### src/hw/rtl/i2cm_pkg.sv
// i2cm_pkg: shared types, codes and helpers for the I2C master bit engine.
// Used by i2cm_seq, i2c_master_bit_engine and i2cm_checker. No dependencies.
`timescale 1ns / 1ps
package i2cm_pkg;

  localparam int unsigned TPU_W   = 10;   // ticks_per_us register width
  localparam int unsigned TMO_W   = 8;    // ack_timeout register width
  localparam int unsigned DLY_W   = 13;   // delay counter width
  localparam int unsigned PH_W    = 4;    // phase code width
  localparam int unsigned CFG_IX_W = 2;   // config register index width
  localparam int unsigned CFG_D_W  = 10;  // config write data width
  localparam int unsigned IN_D_W  = 16;   // in_tdata width
  localparam int unsigned IN_U_W  = 4;    // in_tuser width
  localparam int unsigned OUT_D_W = 16;   // out_tdata width

  localparam logic [TPU_W-1:0] TPU_RST = 10'd150;
  localparam logic [TMO_W-1:0] TMO_RST = 8'd250;

  // Configuration register indexes
  localparam logic [CFG_IX_W-1:0] CFG_TICKS_PER_US = 2'd0;
  localparam logic [CFG_IX_W-1:0] CFG_ACK_TIMEOUT  = 2'd1;

  // Command codes
  localparam logic [2:0] ACT_START = 3'd0;
  localparam logic [2:0] ACT_STOP  = 3'd1;
  localparam logic [2:0] ACT_WRITE = 3'd2;
  localparam logic [2:0] ACT_WACK  = 3'd3;
  localparam logic [2:0] ACT_READ  = 3'd4;

  // Sequencer phases
  localparam logic [PH_W-1:0] PH_IDLE  = 4'd0;
  localparam logic [PH_W-1:0] PH_S1    = 4'd1;
  localparam logic [PH_W-1:0] PH_S2    = 4'd2;
  localparam logic [PH_W-1:0] PH_P1    = 4'd3;
  localparam logic [PH_W-1:0] PH_P2    = 4'd4;
  localparam logic [PH_W-1:0] PH_WSET  = 4'd5;
  localparam logic [PH_W-1:0] PH_WHIGH = 4'd6;
  localparam logic [PH_W-1:0] PH_WLOW  = 4'd7;
  localparam logic [PH_W-1:0] PH_K1    = 4'd8;
  localparam logic [PH_W-1:0] PH_K2    = 4'd9;
  localparam logic [PH_W-1:0] PH_K3    = 4'd10;
  localparam logic [PH_W-1:0] PH_RLOW  = 4'd11;
  localparam logic [PH_W-1:0] PH_RHIGH = 4'd12;
  localparam logic [PH_W-1:0] PH_ALOW  = 4'd13;
  localparam logic [PH_W-1:0] PH_AHIGH = 4'd14;

  // Bus delays in microseconds
  localparam logic [2:0] US_1 = 3'd1;
  localparam logic [2:0] US_2 = 3'd2;
  localparam logic [2:0] US_5 = 3'd5;
  localparam logic [2:0] US_6 = 3'd6;

  localparam logic [3:0] BITS_PER_BYTE = 4'd8;

  typedef struct packed {
    logic       scl_level;
    logic       sda_level;
    logic       sda_drive;
    logic       ready_res;
    logic       done_res;
    logic [7:0] rx_byte;
    logic       ack_failed;
  } res_t;

  // Delay in ticks for a given microsecond count; never below one tick.
  // The microsecond count is a small constant, so this is shifts and adds.
  function automatic logic [DLY_W-1:0] delay_ticks(input logic [2:0] us,
                                                   input logic [TPU_W-1:0] tpu);
    logic [DLY_W-1:0] d;
    d = DLY_W'(us) * DLY_W'(tpu);
    return (d == '0) ? DLY_W'(1) : d;
  endfunction

endpackage

### src/hw/rtl/i2cm_seq.sv
// i2cm_seq: I2C pin sequencer state and its one-tick next-state logic.
// Depends on i2cm_pkg.
`timescale 1ns / 1ps
module i2cm_seq (
  input  logic                       clk,
  input  logic                       rst_n,
  input  logic                       step,        // advance one tick
  input  logic [i2cm_pkg::TPU_W-1:0] ticks_per_us,
  input  logic [i2cm_pkg::TMO_W-1:0] ack_timeout,
  input  logic                       cmd_valid,
  input  logic [2:0]                 action,
  input  logic [7:0]                 tx_byte,
  input  logic                       send_ack,
  input  logic                       sda_in,
  output i2cm_pkg::res_t             res          // state after this tick
);

  logic [i2cm_pkg::PH_W-1:0]  phase_r, phase_nxt;
  logic [i2cm_pkg::DLY_W-1:0] delay_r, delay_nxt;
  logic [3:0]                 bit_r, bit_nxt;
  logic [7:0]                 shift_r, shift_nxt;
  logic [i2cm_pkg::TMO_W-1:0] wait_r, wait_nxt;
  logic                       ackc_r, ackc_nxt;
  logic                       scl_r, scl_nxt;
  logic                       sda_r, sda_nxt;
  logic                       drv_r, drv_nxt;
  logic [7:0]                 rx_r, rx_nxt;
  logic                       fail_r, fail_nxt;
  logic                       stopf_r, stopf_nxt;
  logic                       done;
  logic [3:0]                 bit_inc;
  logic [7:0]                 shift_sh;

  assign bit_inc  = bit_r + 4'd1;
  assign shift_sh = {shift_r[6:0], 1'b0};

  always_comb begin
    phase_nxt = phase_r;
    delay_nxt = delay_r;
    bit_nxt   = bit_r;
    shift_nxt = shift_r;
    wait_nxt  = wait_r;
    ackc_nxt  = ackc_r;
    scl_nxt   = scl_r;
    sda_nxt   = sda_r;
    drv_nxt   = drv_r;
    rx_nxt    = rx_r;
    fail_nxt  = fail_r;
    stopf_nxt = stopf_r;
    done      = 1'b0;

    if (phase_r == i2cm_pkg::PH_IDLE) begin
      if (cmd_valid) begin
        unique case (action)
          i2cm_pkg::ACT_START: begin
            drv_nxt = 1'b1; sda_nxt = 1'b1; scl_nxt = 1'b1;
            delay_nxt = i2cm_pkg::delay_ticks(i2cm_pkg::US_5, ticks_per_us);
            phase_nxt = i2cm_pkg::PH_S1;
          end
          i2cm_pkg::ACT_STOP: begin
            drv_nxt = 1'b1; scl_nxt = 1'b1; sda_nxt = 1'b0; stopf_nxt = 1'b0;
            delay_nxt = i2cm_pkg::delay_ticks(i2cm_pkg::US_6, ticks_per_us);
            phase_nxt = i2cm_pkg::PH_P1;
          end
          i2cm_pkg::ACT_WRITE: begin
            drv_nxt = 1'b1; scl_nxt = 1'b0;
            shift_nxt = tx_byte; sda_nxt = tx_byte[7]; bit_nxt = 4'd0;
            delay_nxt = i2cm_pkg::delay_ticks(i2cm_pkg::US_2, ticks_per_us);
            phase_nxt = i2cm_pkg::PH_WSET;
          end
          i2cm_pkg::ACT_WACK: begin
            // direction is left alone until the first delay expires
            sda_nxt = 1'b1; wait_nxt = '0;
            delay_nxt = i2cm_pkg::delay_ticks(i2cm_pkg::US_1, ticks_per_us);
            phase_nxt = i2cm_pkg::PH_K1;
          end
          i2cm_pkg::ACT_READ: begin
            drv_nxt = 1'b0; scl_nxt = 1'b0;
            shift_nxt = '0; bit_nxt = 4'd0; ackc_nxt = send_ack;
            delay_nxt = i2cm_pkg::delay_ticks(i2cm_pkg::US_2, ticks_per_us);
            phase_nxt = i2cm_pkg::PH_RLOW;
          end
          default: ;  // unknown codes are dropped
        endcase
      end
    end else if (phase_r == i2cm_pkg::PH_K3) begin
      // poll SDA for the ack, one sample per tick
      if (!sda_in) begin
        scl_nxt = 1'b0; fail_nxt = 1'b0; phase_nxt = i2cm_pkg::PH_IDLE; done = 1'b1;
      end else if (wait_r >= ack_timeout) begin
        drv_nxt = 1'b1; scl_nxt = 1'b1; sda_nxt = 1'b0; stopf_nxt = 1'b1;
        delay_nxt = i2cm_pkg::delay_ticks(i2cm_pkg::US_6, ticks_per_us);
        phase_nxt = i2cm_pkg::PH_P1;
      end else begin
        wait_nxt = wait_r + 8'd1;
      end
    end else if (delay_r > i2cm_pkg::DLY_W'(1)) begin
      delay_nxt = delay_r - i2cm_pkg::DLY_W'(1);
    end else begin
      delay_nxt = '0;
      unique case (phase_r)
        i2cm_pkg::PH_S1: begin
          sda_nxt = 1'b0;
          delay_nxt = i2cm_pkg::delay_ticks(i2cm_pkg::US_6, ticks_per_us);
          phase_nxt = i2cm_pkg::PH_S2;
        end
        i2cm_pkg::PH_S2: begin
          scl_nxt = 1'b0; phase_nxt = i2cm_pkg::PH_IDLE; done = 1'b1;
        end
        i2cm_pkg::PH_P1: begin
          sda_nxt = 1'b1;
          delay_nxt = i2cm_pkg::delay_ticks(i2cm_pkg::US_6, ticks_per_us);
          phase_nxt = i2cm_pkg::PH_P2;
        end
        i2cm_pkg::PH_P2: begin
          if (stopf_r) fail_nxt = 1'b1;
          stopf_nxt = 1'b0; phase_nxt = i2cm_pkg::PH_IDLE; done = 1'b1;
        end
        i2cm_pkg::PH_WSET: begin
          scl_nxt = 1'b1;
          delay_nxt = i2cm_pkg::delay_ticks(i2cm_pkg::US_2, ticks_per_us);
          phase_nxt = i2cm_pkg::PH_WHIGH;
        end
        i2cm_pkg::PH_WHIGH: begin
          scl_nxt = 1'b0;
          delay_nxt = i2cm_pkg::delay_ticks(i2cm_pkg::US_2, ticks_per_us);
          phase_nxt = i2cm_pkg::PH_WLOW;
        end
        i2cm_pkg::PH_WLOW: begin
          bit_nxt = bit_inc;
          if (bit_inc >= i2cm_pkg::BITS_PER_BYTE) begin
            phase_nxt = i2cm_pkg::PH_IDLE; done = 1'b1;
          end else begin
            shift_nxt = shift_sh; sda_nxt = shift_sh[7];
            delay_nxt = i2cm_pkg::delay_ticks(i2cm_pkg::US_2, ticks_per_us);
            phase_nxt = i2cm_pkg::PH_WSET;
          end
        end
        i2cm_pkg::PH_K1: begin
          drv_nxt = 1'b0; scl_nxt = 1'b1;
          delay_nxt = i2cm_pkg::delay_ticks(i2cm_pkg::US_1, ticks_per_us);
          phase_nxt = i2cm_pkg::PH_K2;
        end
        i2cm_pkg::PH_K2: begin
          // first ack sample, then keep polling in the poll phase
          if (!sda_in) begin
            scl_nxt = 1'b0; fail_nxt = 1'b0; phase_nxt = i2cm_pkg::PH_IDLE; done = 1'b1;
          end else if (wait_r >= ack_timeout) begin
            drv_nxt = 1'b1; scl_nxt = 1'b1; sda_nxt = 1'b0; stopf_nxt = 1'b1;
            delay_nxt = i2cm_pkg::delay_ticks(i2cm_pkg::US_6, ticks_per_us);
            phase_nxt = i2cm_pkg::PH_P1;
          end else begin
            wait_nxt = wait_r + 8'd1; phase_nxt = i2cm_pkg::PH_K3;
          end
        end
        i2cm_pkg::PH_RLOW: begin
          scl_nxt = 1'b1; shift_nxt = {shift_r[6:0], sda_in};
          delay_nxt = i2cm_pkg::delay_ticks(i2cm_pkg::US_1, ticks_per_us);
          phase_nxt = i2cm_pkg::PH_RHIGH;
        end
        i2cm_pkg::PH_RHIGH: begin
          scl_nxt = 1'b0; bit_nxt = bit_inc;
          delay_nxt = i2cm_pkg::delay_ticks(i2cm_pkg::US_2, ticks_per_us);
          if (bit_inc < i2cm_pkg::BITS_PER_BYTE) begin
            phase_nxt = i2cm_pkg::PH_RLOW;
          end else begin
            rx_nxt = shift_r; drv_nxt = 1'b1; sda_nxt = !ackc_r;
            phase_nxt = i2cm_pkg::PH_ALOW;
          end
        end
        i2cm_pkg::PH_ALOW: begin
          scl_nxt = 1'b1;
          delay_nxt = i2cm_pkg::delay_ticks(i2cm_pkg::US_5, ticks_per_us);
          phase_nxt = i2cm_pkg::PH_AHIGH;
        end
        i2cm_pkg::PH_AHIGH: begin
          scl_nxt = 1'b0; phase_nxt = i2cm_pkg::PH_IDLE; done = 1'b1;
        end
        default: phase_nxt = i2cm_pkg::PH_IDLE;
      endcase
    end
  end

  always_ff @(posedge clk) begin
    if (!rst_n) begin
      phase_r <= i2cm_pkg::PH_IDLE;
      delay_r <= '0;
      bit_r   <= '0;
      shift_r <= '0;
      wait_r  <= '0;
      ackc_r  <= 1'b0;
      scl_r   <= 1'b1;
      sda_r   <= 1'b1;
      drv_r   <= 1'b1;
      rx_r    <= '0;
      fail_r  <= 1'b0;
      stopf_r <= 1'b0;
    end else if (step) begin
      phase_r <= phase_nxt;
      delay_r <= delay_nxt;
      bit_r   <= bit_nxt;
      shift_r <= shift_nxt;
      wait_r  <= wait_nxt;
      ackc_r  <= ackc_nxt;
      scl_r   <= scl_nxt;
      sda_r   <= sda_nxt;
      drv_r   <= drv_nxt;
      rx_r    <= rx_nxt;
      fail_r  <= fail_nxt;
      stopf_r <= stopf_nxt;
    end
  end

  always_comb begin
    res.scl_level  = scl_nxt;
    res.sda_level  = sda_nxt;
    res.sda_drive  = drv_nxt;
    res.ready_res  = (phase_nxt == i2cm_pkg::PH_IDLE);
    res.done_res   = done;
    res.rx_byte    = rx_nxt;
    res.ack_failed = fail_nxt;
  end

endmodule

### src/hw/rtl/i2c_master_bit_engine.sv
// i2c_master_bit_engine: top level of the I2C master pin engine.
// Depends on i2cm_pkg and i2cm_seq.
`timescale 1ns / 1ps
//
//  channel | direction | handshake            | payload
//  --------+-----------+----------------------+------------------------------------
//  in_     | sink      | in_tvalid/in_tready   | one bus tick: command + SDA sample
//  out_    | source    | out_tvalid/out_tready | pin levels and status after the tick
//  cfg_    | sink      | cfg_valid/cfg_ready   | register write, index + data
//
//  One item per cycle unless the output stalls: each accepted item is one bus tick and runs
//  through the sequencer's next-state logic into the output register in the same cycle.
//  Every item yields exactly one result item, in the cycle after acceptance.
//  A stalled output holds the result; input is taken whenever the output
//  register is empty or being drained this cycle. cfg_ready is always high.
//  Synchronous active-low reset puts the pins at SCL high, SDA driven high.
module i2c_master_bit_engine (
  input  logic                          clk,
  input  logic                          rst_n,
  input  logic                          in_tvalid,
  output logic                          in_tready,
  // [7:0] tx_byte, [8] send_ack, [9] sda_in, [15:10] zero
  input  logic [i2cm_pkg::IN_D_W-1:0]   in_tdata,
  // [0] cmd_valid, [3:1] action
  input  logic [i2cm_pkg::IN_U_W-1:0]   in_tuser,
  output logic                          out_tvalid,
  input  logic                          out_tready,
  // [0] scl_level, [1] sda_level, [2] sda_drive, [3] ready_res, [4] done_res,
  // [12:5] rx_byte, [13] ack_failed, [15:14] zero
  output logic [i2cm_pkg::OUT_D_W-1:0]  out_tdata,
  input  logic                          cfg_valid,
  output logic                          cfg_ready,
  input  logic [i2cm_pkg::CFG_IX_W-1:0] cfg_index,
  input  logic [i2cm_pkg::CFG_D_W-1:0]  cfg_data
);

  logic [i2cm_pkg::TPU_W-1:0] tpu_r;
  logic [i2cm_pkg::TMO_W-1:0] tmo_r;
  logic                       out_valid_r, out_valid_nxt;
  i2cm_pkg::res_t             res_r, res_nxt;
  logic                       step;

  assign cfg_ready = 1'b1;

  // Register writes; indexes past the list are dropped.
  always_ff @(posedge clk) begin
    if (!rst_n) begin
      tpu_r <= i2cm_pkg::TPU_RST;
      tmo_r <= i2cm_pkg::TMO_RST;
    end else if (cfg_valid) begin
      if (cfg_index == i2cm_pkg::CFG_TICKS_PER_US) tpu_r <= cfg_data[i2cm_pkg::TPU_W-1:0];
      if (cfg_index == i2cm_pkg::CFG_ACK_TIMEOUT)  tmo_r <= cfg_data[i2cm_pkg::TMO_W-1:0];
    end
  end

  // Take a tick when the output register is free or drains this cycle.
  assign in_tready = !out_valid_r || out_tready;
  assign step      = in_tvalid && in_tready;

  i2cm_seq u_seq (
    .clk          (clk),
    .rst_n        (rst_n),
    .step         (step),
    .ticks_per_us (tpu_r),
    .ack_timeout  (tmo_r),
    .cmd_valid    (in_tuser[0]),
    .action       (in_tuser[3:1]),
    .tx_byte      (in_tdata[7:0]),
    .send_ack     (in_tdata[8]),
    .sda_in       (in_tdata[9]),
    .res          (res_nxt)
  );

  always_comb begin
    out_valid_nxt = out_valid_r;
    if (step)            out_valid_nxt = 1'b1;
    else if (out_tready) out_valid_nxt = 1'b0;
  end

  always_ff @(posedge clk) begin
    if (!rst_n) begin
      out_valid_r <= 1'b0;
    end else begin
      out_valid_r <= out_valid_nxt;
    end
  end

  // Result payload: load on every accepted tick, hold otherwise.
  always_ff @(posedge clk) begin
    if (step) res_r <= res_nxt;
  end

  assign out_tvalid = out_valid_r;
  assign out_tdata  = {2'b00, res_r.ack_failed, res_r.rx_byte, res_r.done_res,
                       res_r.ready_res, res_r.sda_drive, res_r.sda_level, res_r.scl_level};

endmodule

### config.mk
export PLATFORM = sky130hd
export DESIGN_NAME = i2c_master_bit_engine
export DESIGN_NICKNAME = d
export VERILOG_FILES = /design/src/hw/rtl/i2cm_pkg.sv /design/src/hw/rtl/i2cm_seq.sv /design/src/hw/rtl/i2c_master_bit_engine.sv
export SDC_FILE = /design/constraint.sdc
export NUM_CORES = 1
export LEC_CHECK = 0
export ABC_AREA = 1
export BUFFER_PORTS_ARGS = -buffer_cell sky130_fd_sc_hd__buf_2
export CAP_MARGIN = 40
export CORE_MARGIN = 3
export CORE_UTILIZATION = 55
export DETAILED_ROUTE_END_ITERATION = 12
export GPL_TIMING_DRIVEN = 0
export PLACE_DENSITY = 0.78
export SETUP_SLACK_MARGIN = 0.2
export SYNTH_ARGS = -nofsm -noshare
export SYNTH_HDL_FRONTEND = slang
export SYNTH_HIERARCHICAL = 1
export SYNTH_SLANG_ARGS = --single-unit
### constraint.sdc
create_clock -name clk -period 2.65 [get_ports clk]
set_input_delay 0.3975 -clock clk [delete_from_list [all_inputs] [get_ports clk]]
set_output_delay 0.3975 -clock clk [all_outputs]
set_load 0.005 [all_outputs]
Yosys cells after proc, flatten, opt, wreduce, memory -nomap -nowiden

Cells that the tools add are included.

Word-level logic and storage cells: 199
Output and inout bits: 19
Register bits after elaboration: 84
Input port bits: 37

Multiply operators: 2
$lt $le $gt $ge: 4
Mux-type cells: 101
$add $sub $neg: 3
Reduce and logical (&&, ||, !) cells: 36
Eq/ne operators: 31

Operators with widths:

| operator                                               | number |
|---|---|
| 2-to-1 mux 8 bit                                       | 18 |
| 2-to-1 mux 13 bit                                      | 11 |
| case mux 13 bit (6 select lines)                       | 1 |
| 2-to-1 mux 4 bit                                       | 14 |
| case mux 13 bit (4 select lines)                       | 1 |
| case mux 4 bit (10 select lines)                       | 1 |
| 2-to-1 mux 1 bit                                       | 39 |
| case mux 8 bit (2 select lines)                        | 2 |
| equality test 4 bit (second input constant)            | 7 |
| zero test 13 bit                                       | 2 |
| case mux 4 bit (5 select lines)                        | 1 |
| equality test 4 x 3 -> 1 bit (second input constant)   | 4 |
| AND reduction 5 bit                                    | 3 |
| > comparator 13 x 1 -> 1 bit (second input constant)   | 1 |
| multiplier 3 x 10 -> 13 bit (first input constant)     | 1 |
| subtractor 13 x 1 -> 13 bit (second input constant)    | 1 |
| zero test 12 bit                                       | 1 |
| multiplier 2 x 10 -> 12 bit (first input constant)     | 1 |
| case mux 1 bit (3 select lines)                        | 4 |
| OR reduction 2 bit                                     | 6 |
| zero test 11 bit                                       | 1 |
| 2-to-1 mux 11 bit                                      | 1 |
| 2-to-1 mux 10 bit                                      | 1 |
| inequality test 3 x 2 -> 1 bit (second input constant) | 3 |
| 34 further kinds                                       | 52 |

Depth between registers and ports, before layout

Gate-level depths: netlist of run 1.

Word-level depth: 9
Depth in mapped cells: 20
Gate-level depth less buffers: 19

Modules after synthesis

Netlist of run 1, hierarchy kept.

Modules (own cells, without submodules):

| module                | cells each | seq. area each (um^2) | area each (um^2) | times used |
|---|---|---|---|---|
| i2cm_seq              | 999        | 1021.0                | 6010.8           | 1 |
| i2c_master_bit_engine | 124        | 800.8                 | 1266.2           | 1 |

Least setup slack after synthesis of run 1

Ideal clock, no wire load.

Path kind: flip-flop to flip-flop
Start point: reg tpu_r[1] (netlist name)
End point: reg u_seq/delay_r[0] (netlist name)
Arrival: 2.371 ns
Setup slack: 0.209 ns
Buffers on the path: 0
Data required time: 2.580 ns
Stages on the path, launching flop included: 19
Clock period less this slack: 2.441 ns
Library setup time: 0.070 ns
Path through: dfxtp_1 > ha_1 > ha_1 > inv_1 > fa_1 > nand3b_1 > nand2_1 > nand2_1 > o21bai_1 > nand2_1 > nand2_1 > nand3_1 > nand2_1 > nand2_1 > nand2_1 > nand2_1 > nand2_1 > nand2_1 > a21oi_1

Cells in the longest elaborated chain, start to end: 9
Elaborated cells between the ends (all ways): 21
Classes of those cells: mul (2); mux (15); reduce/logical (4)

Ends and longest elaborated chain:

| item                             | line                        | source |
|---|---|---|
| from (decl)                      | i2c_master_bit_engine.sv:37 | `logic [i2cm_pkg::TPU_W-1:0] tpu_r;` |
| from (signal assigned)           | i2c_master_bit_engine.sv:48 | `tpu_r <= i2cm_pkg::TPU_RST;` |
| from (signal assigned)           | i2c_master_bit_engine.sv:51 | `if (cfg_index == i2cm_pkg::CFG_TICKS_PER_US) tpu_r <= cfg_data[i2cm_pkg::TPU_W-1:0];` |
| multiplier 2 x 10 -> 12 bit      | i2cm_pkg.sv:70              | `d = DLY_W'(us) * DLY_W'(tpu);` |
| zero test 13 bit                 | i2cm_pkg.sv:71              | `return (d == '0) ? DLY_W'(1) : d;` |
| 2-to-1 mux 13 bit                | i2cm_pkg.sv:71              |  |
| 2-to-1 mux 13 bit                | i2cm_seq.sv:148             | `end else if (wait_r >= ack_timeout) begin` |
| 2-to-1 mux 13 bit                | i2cm_seq.sv:146             | `if (!sda_in) begin` |
| case mux 13 bit (6 select lines) | i2cm_seq.sv:101             | `unique case (phase_r)` |
| 2-to-1 mux 13 bit                | i2cm_seq.sv:97              | `end else if (delay_r > i2cm_pkg::DLY_W'(1)) begin` |
| 2-to-1 mux 13 bit                | i2cm_seq.sv:86              | `end else if (phase_r == i2cm_pkg::PH_K3) begin` |
| 2-to-1 mux 13 bit (*)            | i2cm_seq.sv:52              | `if (phase_r == i2cm_pkg::PH_IDLE) begin` |
| to (signal assigned)             | i2cm_seq.sv:200             | `delay_r <= delay_nxt;` |
| to (decl)                        | i2cm_seq.sv:19              | `logic [i2cm_pkg::DLY_W-1:0] delay_r, delay_nxt;` |

Mark *: on every way between the ends. The rest lies on a longest branch, timed or not. The select of a mux whose other input is x is not followed.
A chain may end at the register's enable or synchronous reset.

Worst setup path after layout of run 1

Same ends and word-level chain as after synthesis.

==> results by group, run 1 <==
Run status
  • Status: complete, no violations

Power and ir drop
  • Power per standard cell area: 521 mW/mm^2
  • Overall power: 4.38 mW
  • Cell leakage power: 4.11 nW
  • Worst VDD drop: 335 uV

Timing
  • Endpoints failing setup: 0
  • RSZ-0062 raised after global routing: yes
  • Hold Worst Slack: 0.301 ns
  • Worst rel slew slack: 42.2%
  • Final Critical Period: 2.55 ns
  • Max Slew Vio Count: 0
  • Final setup margin: 0.0984 ns
  • Fmax: 392 MHz
  • Post-route clock period utilization: 96.3%
  • Final hold violations: 0
  • Worst-Margin Slew: 0.863 ns
  • Worst Skew: 0.00406 ns

Setup path
  • R2r startpoint: tpu_r[1]
  • CP required: 2.93 ns
  • Worst reg2reg setup slack: 0.1 ns
  • Max FO, Critical Path: 4
  • Worst Path Arrival: 2.83 ns
  • Startpoint Class: flip-flop
  • Worst setup path class: reg2reg
  • Crit. End Element: flip-flop
  • Critical R2R Capture: u_seq/delay_r[0]
  • Cells on worst reg2reg path: 18

Clock network
  • CTS tree: yes
  • H-tree depth: 3
  • Post-CTS Hold Fix Bufs: 0
  • CTS buffer count: 9
  • TritonCTS Sinks: 84
  • Clock Tree Root: clkbuf_16
  • Clock Tree Buf Depth: 2
  • Worst skew pair latency: 0.35 ns
  • Reg clk slew, reported paths: 0.06 ns

Synth
  • Biggest area consumer among synthesized cells: dfxtp_1
  • Mapped Area: 0.00728 sq mm
  • Ys async rst share: 0%
  • Post-synth EDFFs: 14
  • Register area share after synthesis: 25.0%
  • #FFs+latches synth: 84
  • Yosys cell types: 64
  • Synth warn: 6
  • Most used DFF post-synth: dfxtp_1
  • Mean Syn Cell Area: 6.48 sq um
  • Ranking of synthesized cells by area: dfxtp_1 (19%), nand2_1 (14%), inv_1 (7.7%)
  • Top cell type's share of synthesized area: 19.3%
  • Syn Inst Count: 1123

Die
  • Rows: 41
  • Total die area: 0.0146 sq mm
  • Die Height: 121 microns
  • Core Area: 0.0128 sq mm
  • Ports: 56
  • Die W: 121 microns
  • Starting Density: 57.0%

Global route
  • Antenna violations before repair: 0
  • Largest net degree at the start of global routing: 16
  • First-pass GRT wire length: 33.8 mm
  • GRT Residual Overflow: 0
  • Total track usage: 28.8%
  • Number of global-route vias before repair: 7007

Flow run
  • Maxcap violations: 0

Hold path
  • Hold Crit Class: in2reg
  • Hold Path End: u_seq/ackc_r
  • Worst hold start: in_tdata[8]
  • Hold Path Depth: 3

Route
  • Routed WL per cell: 15.4 microns
  • Post-Route WL: 21.1 mm
  • 1st-iter DRT viols: 728
  • Post-route DRC: 0
  • Vias per inst: 5.57
  • TritonRoute pass-1 iters: 8
  • DR vias: 7619
  • Final ANT Viol Nets: 0

Final layout
  • Most common cell after layout, fill and taps aside: nand2_1
  • Fraction of layout cells with a size suffix above 1: 20.1%
  • Fin nets: 1273
  • Non-filler cells, final: 1368
  • Syn-to-layout area delta: 15.7%
  • Final Core Density: 65.9%
  • Footprint of the multi-input gates: 0.00478 sq mm
  • # fillers: 1193
  • Most frequent cells in the layout: nand2_1 (263), inv_1 (148), a21oi_1 (93), nor2_1 (81), nand3_1 (79)
  • Register area: 0.00186 sq mm
  • # diodes: 0

Place
  • Final Wtd Congestion: 1.07
  • Placed Cells: 1341
  • Setup WS pre-CTS: -0.288 ns
  • Port Buffers: 44
  • DP HPWL: 16.0 mm
==> worst max-delay path, cell delays in order (launching register included) <==
cell and delay [ns]:
dfxtp_4 0.37, ha_4 0.27, ha_4 0.13, inv_2 0.04, fa_2 0.35, nand3b_1 0.20
nand2_2 0.12, nand2_2 0.07, o21bai_1 0.13, nand2_1 0.08, nand2_2 0.12, nand3_4 0.10
nand2_1 0.08, nand2_1 0.04, nand2_1 0.07, nand2_1 0.06, nand2_1 0.06, nand2_1 0.06
a21oi_2 0.13
==> power breakdown <==
| part | leakage (nW) | switching (mW) | internal (mW) |
|---|---|---|---|
| Clock | 0.146 | 0.547 | 0.735 |
| Combinational | 3.25 | 1.03 | 0.586 |
| Sequential | 0.717 | 0.0828 | 1.40 |
==> area by class of cell <==
type / instances / area share (%)
multi-input cells: 822 / 56.8
clock inverters: 7 / 0.922
clock buffers: 9 / 2.68
inverters: 175 / 7.97
repair buffers: 57 / 3.86
plain buffers: 42 / 3.21
well taps: 172 / 2.56
flip-flops and latches: 84 / 22.0
==> logic make-up (layout without fill, tap and decap cells) <==
| family | after synthesis | after routing | share of synthesized area, % |
|---|---|---|---|
| AO/OA/AOI/OAI | 243 | 243 | 19.8 |
| XOR/XNOR | 11 | 11 | 1.43 |
| adder cells (fa/ha/maj) | 45 | 45 | 7.94 |
| buffers and inverters | 218 | 290 | 12.9 |
| flip-flops | 84 | 84 | 25.0 |
| other | 2 | 3 | 0.103 |
| AND/OR/NAND/NOR | 520 | 520 | 32.8 |
==> Yosys cell counts, types with 6 or more instances <==
library cell  count
nand3b_1          7
nand3_1          84
clkbuf_1         10
o21ai_1          11
inv_1           150
xor2_1            8
nand4_1          18
o2111ai_1         9
nor2_2            7
edfxtp_1         14
a21oi_1         100
nor2_1           87
buf_2            13
nand2_1         276
o21ai_0          74
inv_2            19
buf_4            14
o221ai_1          7
nand2_2           9
o22ai_1           6
nor2_4           10
ha_1             43
dfxtp_1          70
==> worst max-delay path by stage <==
stage,start,to,slack [ns]
final,tpu_r[1],u_seq/delay_r[0],0.1
after global routing,tpu_r[4],u_seq/delay_r[0],-0.08
after CTS,tpu_r[3],u_seq/delay_r[0],0.13
after detailed placement,tpu_r[1],u_seq/delay_r[0],-0.29
after global placement,in_tvalid,u_seq/delay_r[6],-0.74
after floorplan,tpu_r[1],u_seq/delay_r[0],0.21
==> per-stage QoR <==
step | instance area (sq um) | setup TNS [ns]
after floorplan | 7280 | 0
after global placement | 7720 | -25.62
final | 8420 | 0
after CTS | 8240 | 0
after detailed placement | 7730 | -0.679
after global routing | 8420 | -0.118
==> layer usage <==
layer  vias to the layer above  wire length, microns  track usage (%)
met5                         -                     0                0
met4                         0                   541             10.1
met3                        44                  1640             5.73
met2                       321                  9660             46.9
met1                      3418                  9230             37.9
li1                       3836                     -                -
==> flip-flops by register name, indices dropped and copies added (netlist names) <==
name / cells
u_seq/phase_r: 4
u_seq/sda_r: 1
u_seq/ackc_r: 1
out_tdata: 14
tmo_r: 8
tpu_r: 10
out_tvalid: 1
u_seq/drv_r: 1
u_seq/rx_r: 8
u_seq/scl_r: 1
u_seq/stopf_r: 1
u_seq/wait_r: 8
u_seq/delay_r: 13
u_seq/fail_r: 1
u_seq/bit_r: 4
u_seq/shift_r: 8
==> timing repair <==
item                       in CTS  in global routing
pin swaps                      13                 11
resized for setup              40                 41
setup buffers                   9                  3
cloned                          0                  0
setup endpoints to repair       7                 14
No activity file was read; power rests on OpenSTA's default activity.
==> run 2, diff against run 1 <==
--- a/config.mk
+++ b/config.mk
@@ -5,7 +5,6 @@
 export SDC_FILE = /design/constraint.sdc
 export NUM_CORES = 1
 export LEC_CHECK = 0
-export ABC_AREA = 1
 export BUFFER_PORTS_ARGS = -buffer_cell sky130_fd_sc_hd__buf_2
 export CAP_MARGIN = 40
 export CORE_MARGIN = 3
==> run 2 against run 1 <==
- the run now ends with setup timing left
- non-clock buffer count up 56
- first-iteration DRC count up 50%
- count of clock-buffer cells in the layout unchanged
- cell count down 15%
- clock power about the same
- worst setup slack worse by 0.50 ns
- wire length up 24%
- power up 10%
- maximum frequency down 16%
- utilization up 7.5 points
- flip-flop and latch count unchanged
- synthesized area down 4.0%
- critical path type unchanged
- largest power group unchanged
==> results by group, run 2 <==
Run status
  • Status: finished with violations (was complete, no violations)
  • Failing checks: setup timing

Route
  • Post-route DRC: 0 (unchanged)
  • TritonRoute pass-1 iters: 7 (was 8)
  • Post-Route WL: 26.2 mm (was 21.1 mm)
  • DR vias: 7938 (was 7619)
  • 1st-iter DRT viols: 1090 (was 728)
  • Vias per inst: 6.83 (was 5.57)
  • Final ANT Viol Nets: 0 (unchanged)
  • Routed WL per cell: 22.5 microns (was 15.4 microns)

Clock network
  • CTS buffer count: 9 (unchanged)
  • H-tree depth: 3 (unchanged)
  • Clock Tree Root: clkbuf_16 (unchanged)
  • Clock Tree Buf Depth: 2 (unchanged)
  • CTS tree: yes (unchanged)
  • TritonCTS Sinks: 84 (unchanged)
  • Post-CTS Hold Fix Bufs: 0 (unchanged)
  • Reg clk slew, reported paths: 0.07 ns (was 0.06 ns)
  • Worst skew pair latency: 0.35 ns (about the same)

Hold path
  • Hold Crit Class: in2reg (unchanged)

Power and ir drop
  • Power per standard cell area: 538 mW/mm^2 (was 521 mW/mm^2)
  • Cell leakage power: 3.53 nW (was 4.11 nW)
  • Worst VDD drop: 326 uV (was 335 uV)
  • Overall power: 4.82 mW (was 4.38 mW)

Synth
  • Ys async rst share: 0% (unchanged)
  • Most common cell in the netlist: nand2_1 (unchanged)
  • Biggest area consumer among synthesized cells: dfxtp_1 (unchanged)
  • Mapped Area: 0.00699 sq mm (was 0.00728 sq mm)
  • Ranking of synthesized cells by area: dfxtp_1 (20%), ha_1 (7.7%), edfxtp_1 (6.0%) (was dfxtp_1 (19%), nand2_1 (14%), inv_1 (7.7%))
  • Yosys cell types: 89 (was 64)
  • Most used DFF post-synth: dfxtp_1 (unchanged)
  • Register area share after synthesis: 26.1% (was 25.0%)
  • Top cell type's share of synthesized area: 20.1% (was 19.3%)
  • Mean Syn Cell Area: 7.91 sq um (was 6.48 sq um)
  • Syn Inst Count: 884 (was 1123)
  • Synth top cells by count: nand2_1 (82), nor2_1 (77), dfxtp_1 (70) (was nand2_1 (276), inv_1 (150), a21oi_1 (100))
  • Post-synth EDFFs: 14 (unchanged)
  • #FFs+latches synth: 84 (unchanged)
  • Synth warn: 6 (unchanged)

Setup path
  • Crit-path slowest cell: a2111o_1 (was dfxtp_4)
  • Worst setup path class: reg2reg (unchanged)
  • Worst Path Arrival: 3.32 ns (was 2.83 ns)
  • Max FO, Critical Path: 8 (was 4)
  • Worst reg2reg setup slack: -0.40 ns (was 0.1 ns)
  • Crit path cell chain: ha_1, ha_4, a21oi_1, nand2_1, xnor2_1, nor3b_2, nand4b_1, o21a_1, a2111o_1, o211ai_2 (was ha_4, ha_4, inv_2, fa_2, nand3b_1, nand2_2, nand2_2, o21bai_1, nand2_1, nand2_2, nand3_4, nand2_1, nand2_1, nand2_1, nand2_1, nand2_1, nand2_1, a21oi_2)
  • CP required: 2.93 ns (about the same)
  • CP max stage delay: 0.41 ns (was 0.37 ns)
  • Crit. End Element: flip-flop (unchanged)
  • Startpoint Class: flip-flop (unchanged)

Place
  • Final Wtd Congestion: 1.03 (was 1.07)
  • Port Buffers: 44 (unchanged)
  • Dpl cell area: 0.00749 sq mm (was 0.00773 sq mm)
  • Setup WS pre-CTS: -0.600 ns (was -0.288 ns)
  • DP HPWL: 16.9 mm (was 16.0 mm)
  • Placed Cells: 1098 (was 1341)

Flow run
  • Maxcap violations: 0 (unchanged)

Final layout
  • Most frequent cells in the layout: nand2_1 (78), nor2_1 (70), a21oi_1 (53), buf_4 (52), buf_2 (50) (was nand2_1 (263), inv_1 (148), a21oi_1 (93), nor2_1 (81), nand3_1 (79))
  • Post-route cell area: 0.00896 sq mm (was 0.00842 sq mm)
  • Fraction of layout cells with a size suffix above 1: 29.6% (was 20.1%)
  • Fin nets: 1071 (was 1273)
  • Max FFs per register: 14 (unchanged)
  • Syn-to-layout area delta: 28.2% (was 15.7%)
  • # fillers: 914 (was 1193)
  • Most common cell after layout, fill and taps aside: nand2_1 (unchanged)
  • Non-filler cells, final: 1163 (was 1368)

Timing
  • Hold Worst Slack: 0.289 ns (was 0.301 ns)
  • Worst-Margin Slew: 0.734 ns (was 0.863 ns)
  • Worst Skew: 0.0111 ns (was 0.00406 ns)
  • Final hold violations: 0 (unchanged)
  • Fmax: 328 MHz (was 392 MHz)
  • Max Slew Vio Count: 0 (unchanged)
  • Post-route clock period utilization: 115% (was 96.3%)
  • Endpoints failing setup: 7 (was 0)
  • Final setup margin: -0.398 ns (was 0.0984 ns)
  • RSZ-0062 raised after global routing: yes (unchanged)
  • Final Critical Period: 3.05 ns (was 2.55 ns)
  • Worst rel slew slack: 51.1% (was 42.2%)

Die
  • Ports: 56 (unchanged)
  • Total die area: 0.0141 sq mm (was 0.0146 sq mm)
  • Die W: 119 microns (was 121 microns)
  • Starting Density: 57.2% (was 57.0%)
  • Rows: 40 (was 41)
  • Die Height: 119 microns (was 121 microns)
  • Core Area: 0.0122 sq mm (was 0.0128 sq mm)

Global route
  • First-pass GRT wire length: 38.6 mm (was 33.8 mm)
  • Total track usage: 34.0% (was 28.8%)
  • Largest net degree at the start of global routing: 18 (was 16)
  • Antenna violations before repair: 0 (unchanged)
  • Number of global-route vias before repair: 7417 (was 7007)
  • GRT Residual Overflow: 0 (unchanged)
==> run 2: final timing paths <==
| path | start | endpoint | cells past startpoint |
|---|---|---|---|
| max | tpu_r[5] | u_seq/delay_r[0] | 10 |
| min | cfg_data[9] | tpu_r[9] | 3 |
| max reg2reg | tpu_r[5] | u_seq/delay_r[0] | 10 |
| min reg2reg | u_seq/bit_r[1] | u_seq/bit_r[1] | 2 |
==> run 2: power breakdown <==
part	switching (mW)	internal [mW]
registers	0.105	1.39
logic	1.24	0.837
clock network	0.594	0.658
==> run 2: metrics by stage <==
stage | utilization, % | TNS (ns)
2_1_floorplan | - | -0.0743
3_3_place_gp | 61.3 | -10.13
3_5_place_dp | 61.4 | -12.71
4_1_cts | 68.5 | -0.662
5_1_grt | 73.4 | -2.03
6_report | 73.4 | -1.32
==> run 2: layout make-up <==
cell class	count	area (sq um)	area share (%)
Clock buffer	9	225	2.51
Tap cell	168	210	2.35
Buffer	61	369	4.12
Clock inverter	7	65.1	0.726
Inverter	41	161	1.80
Antenna cell	1	2.50	0.0279
Timing Repair Buffer	94	662	7.39
Multi-Input combinational cell	698	5390	60.1
Sequential cell	84	1880	20.9
==> run 2: cell families after synthesis <==
group	Yosys count	synth area share, %
and+or+nand+nor	315	22.8
AOI/OAI and AO/OA	263	26.5
buffers and inverters	103	6.41
DFF	84	26.1
adders and majority gates	46	8.41
muxes	41	6.02
xor gates and xnor gates	30	3.76
other	2	0.107
==> run 2: critical path: cells and delay by family (launching register included) <==
kind	cells	cell delay, ns
flops	1	0.39
compound gates	4	1.00
fa+ha+maj	2	0.62
simple gates	3	0.60
xor+xnor	1	0.35
==> run 2: layer usage <==
| layer | routed length [microns] | GRT usage [%] | up-vias |
|---|---|---|---|
| met1 | 10100 | 42.5 | 3655 |
| met4 | 1580 | 18.0 | 0 |
| met3 | 3060 | 9.38 | 160 |
| li1 | - | - | 3492 |
| met2 | 11500 | 53.3 | 631 |
| met5 | 0 | 0 | - |
==> run 2: repair_timing <==
action                                  CTS  global route
setup buffers                            27            20
endpoints found under the setup margin   58            52
gates resized for setup                 115           104
pin swaps                                37            25
gates cloned                              0             1
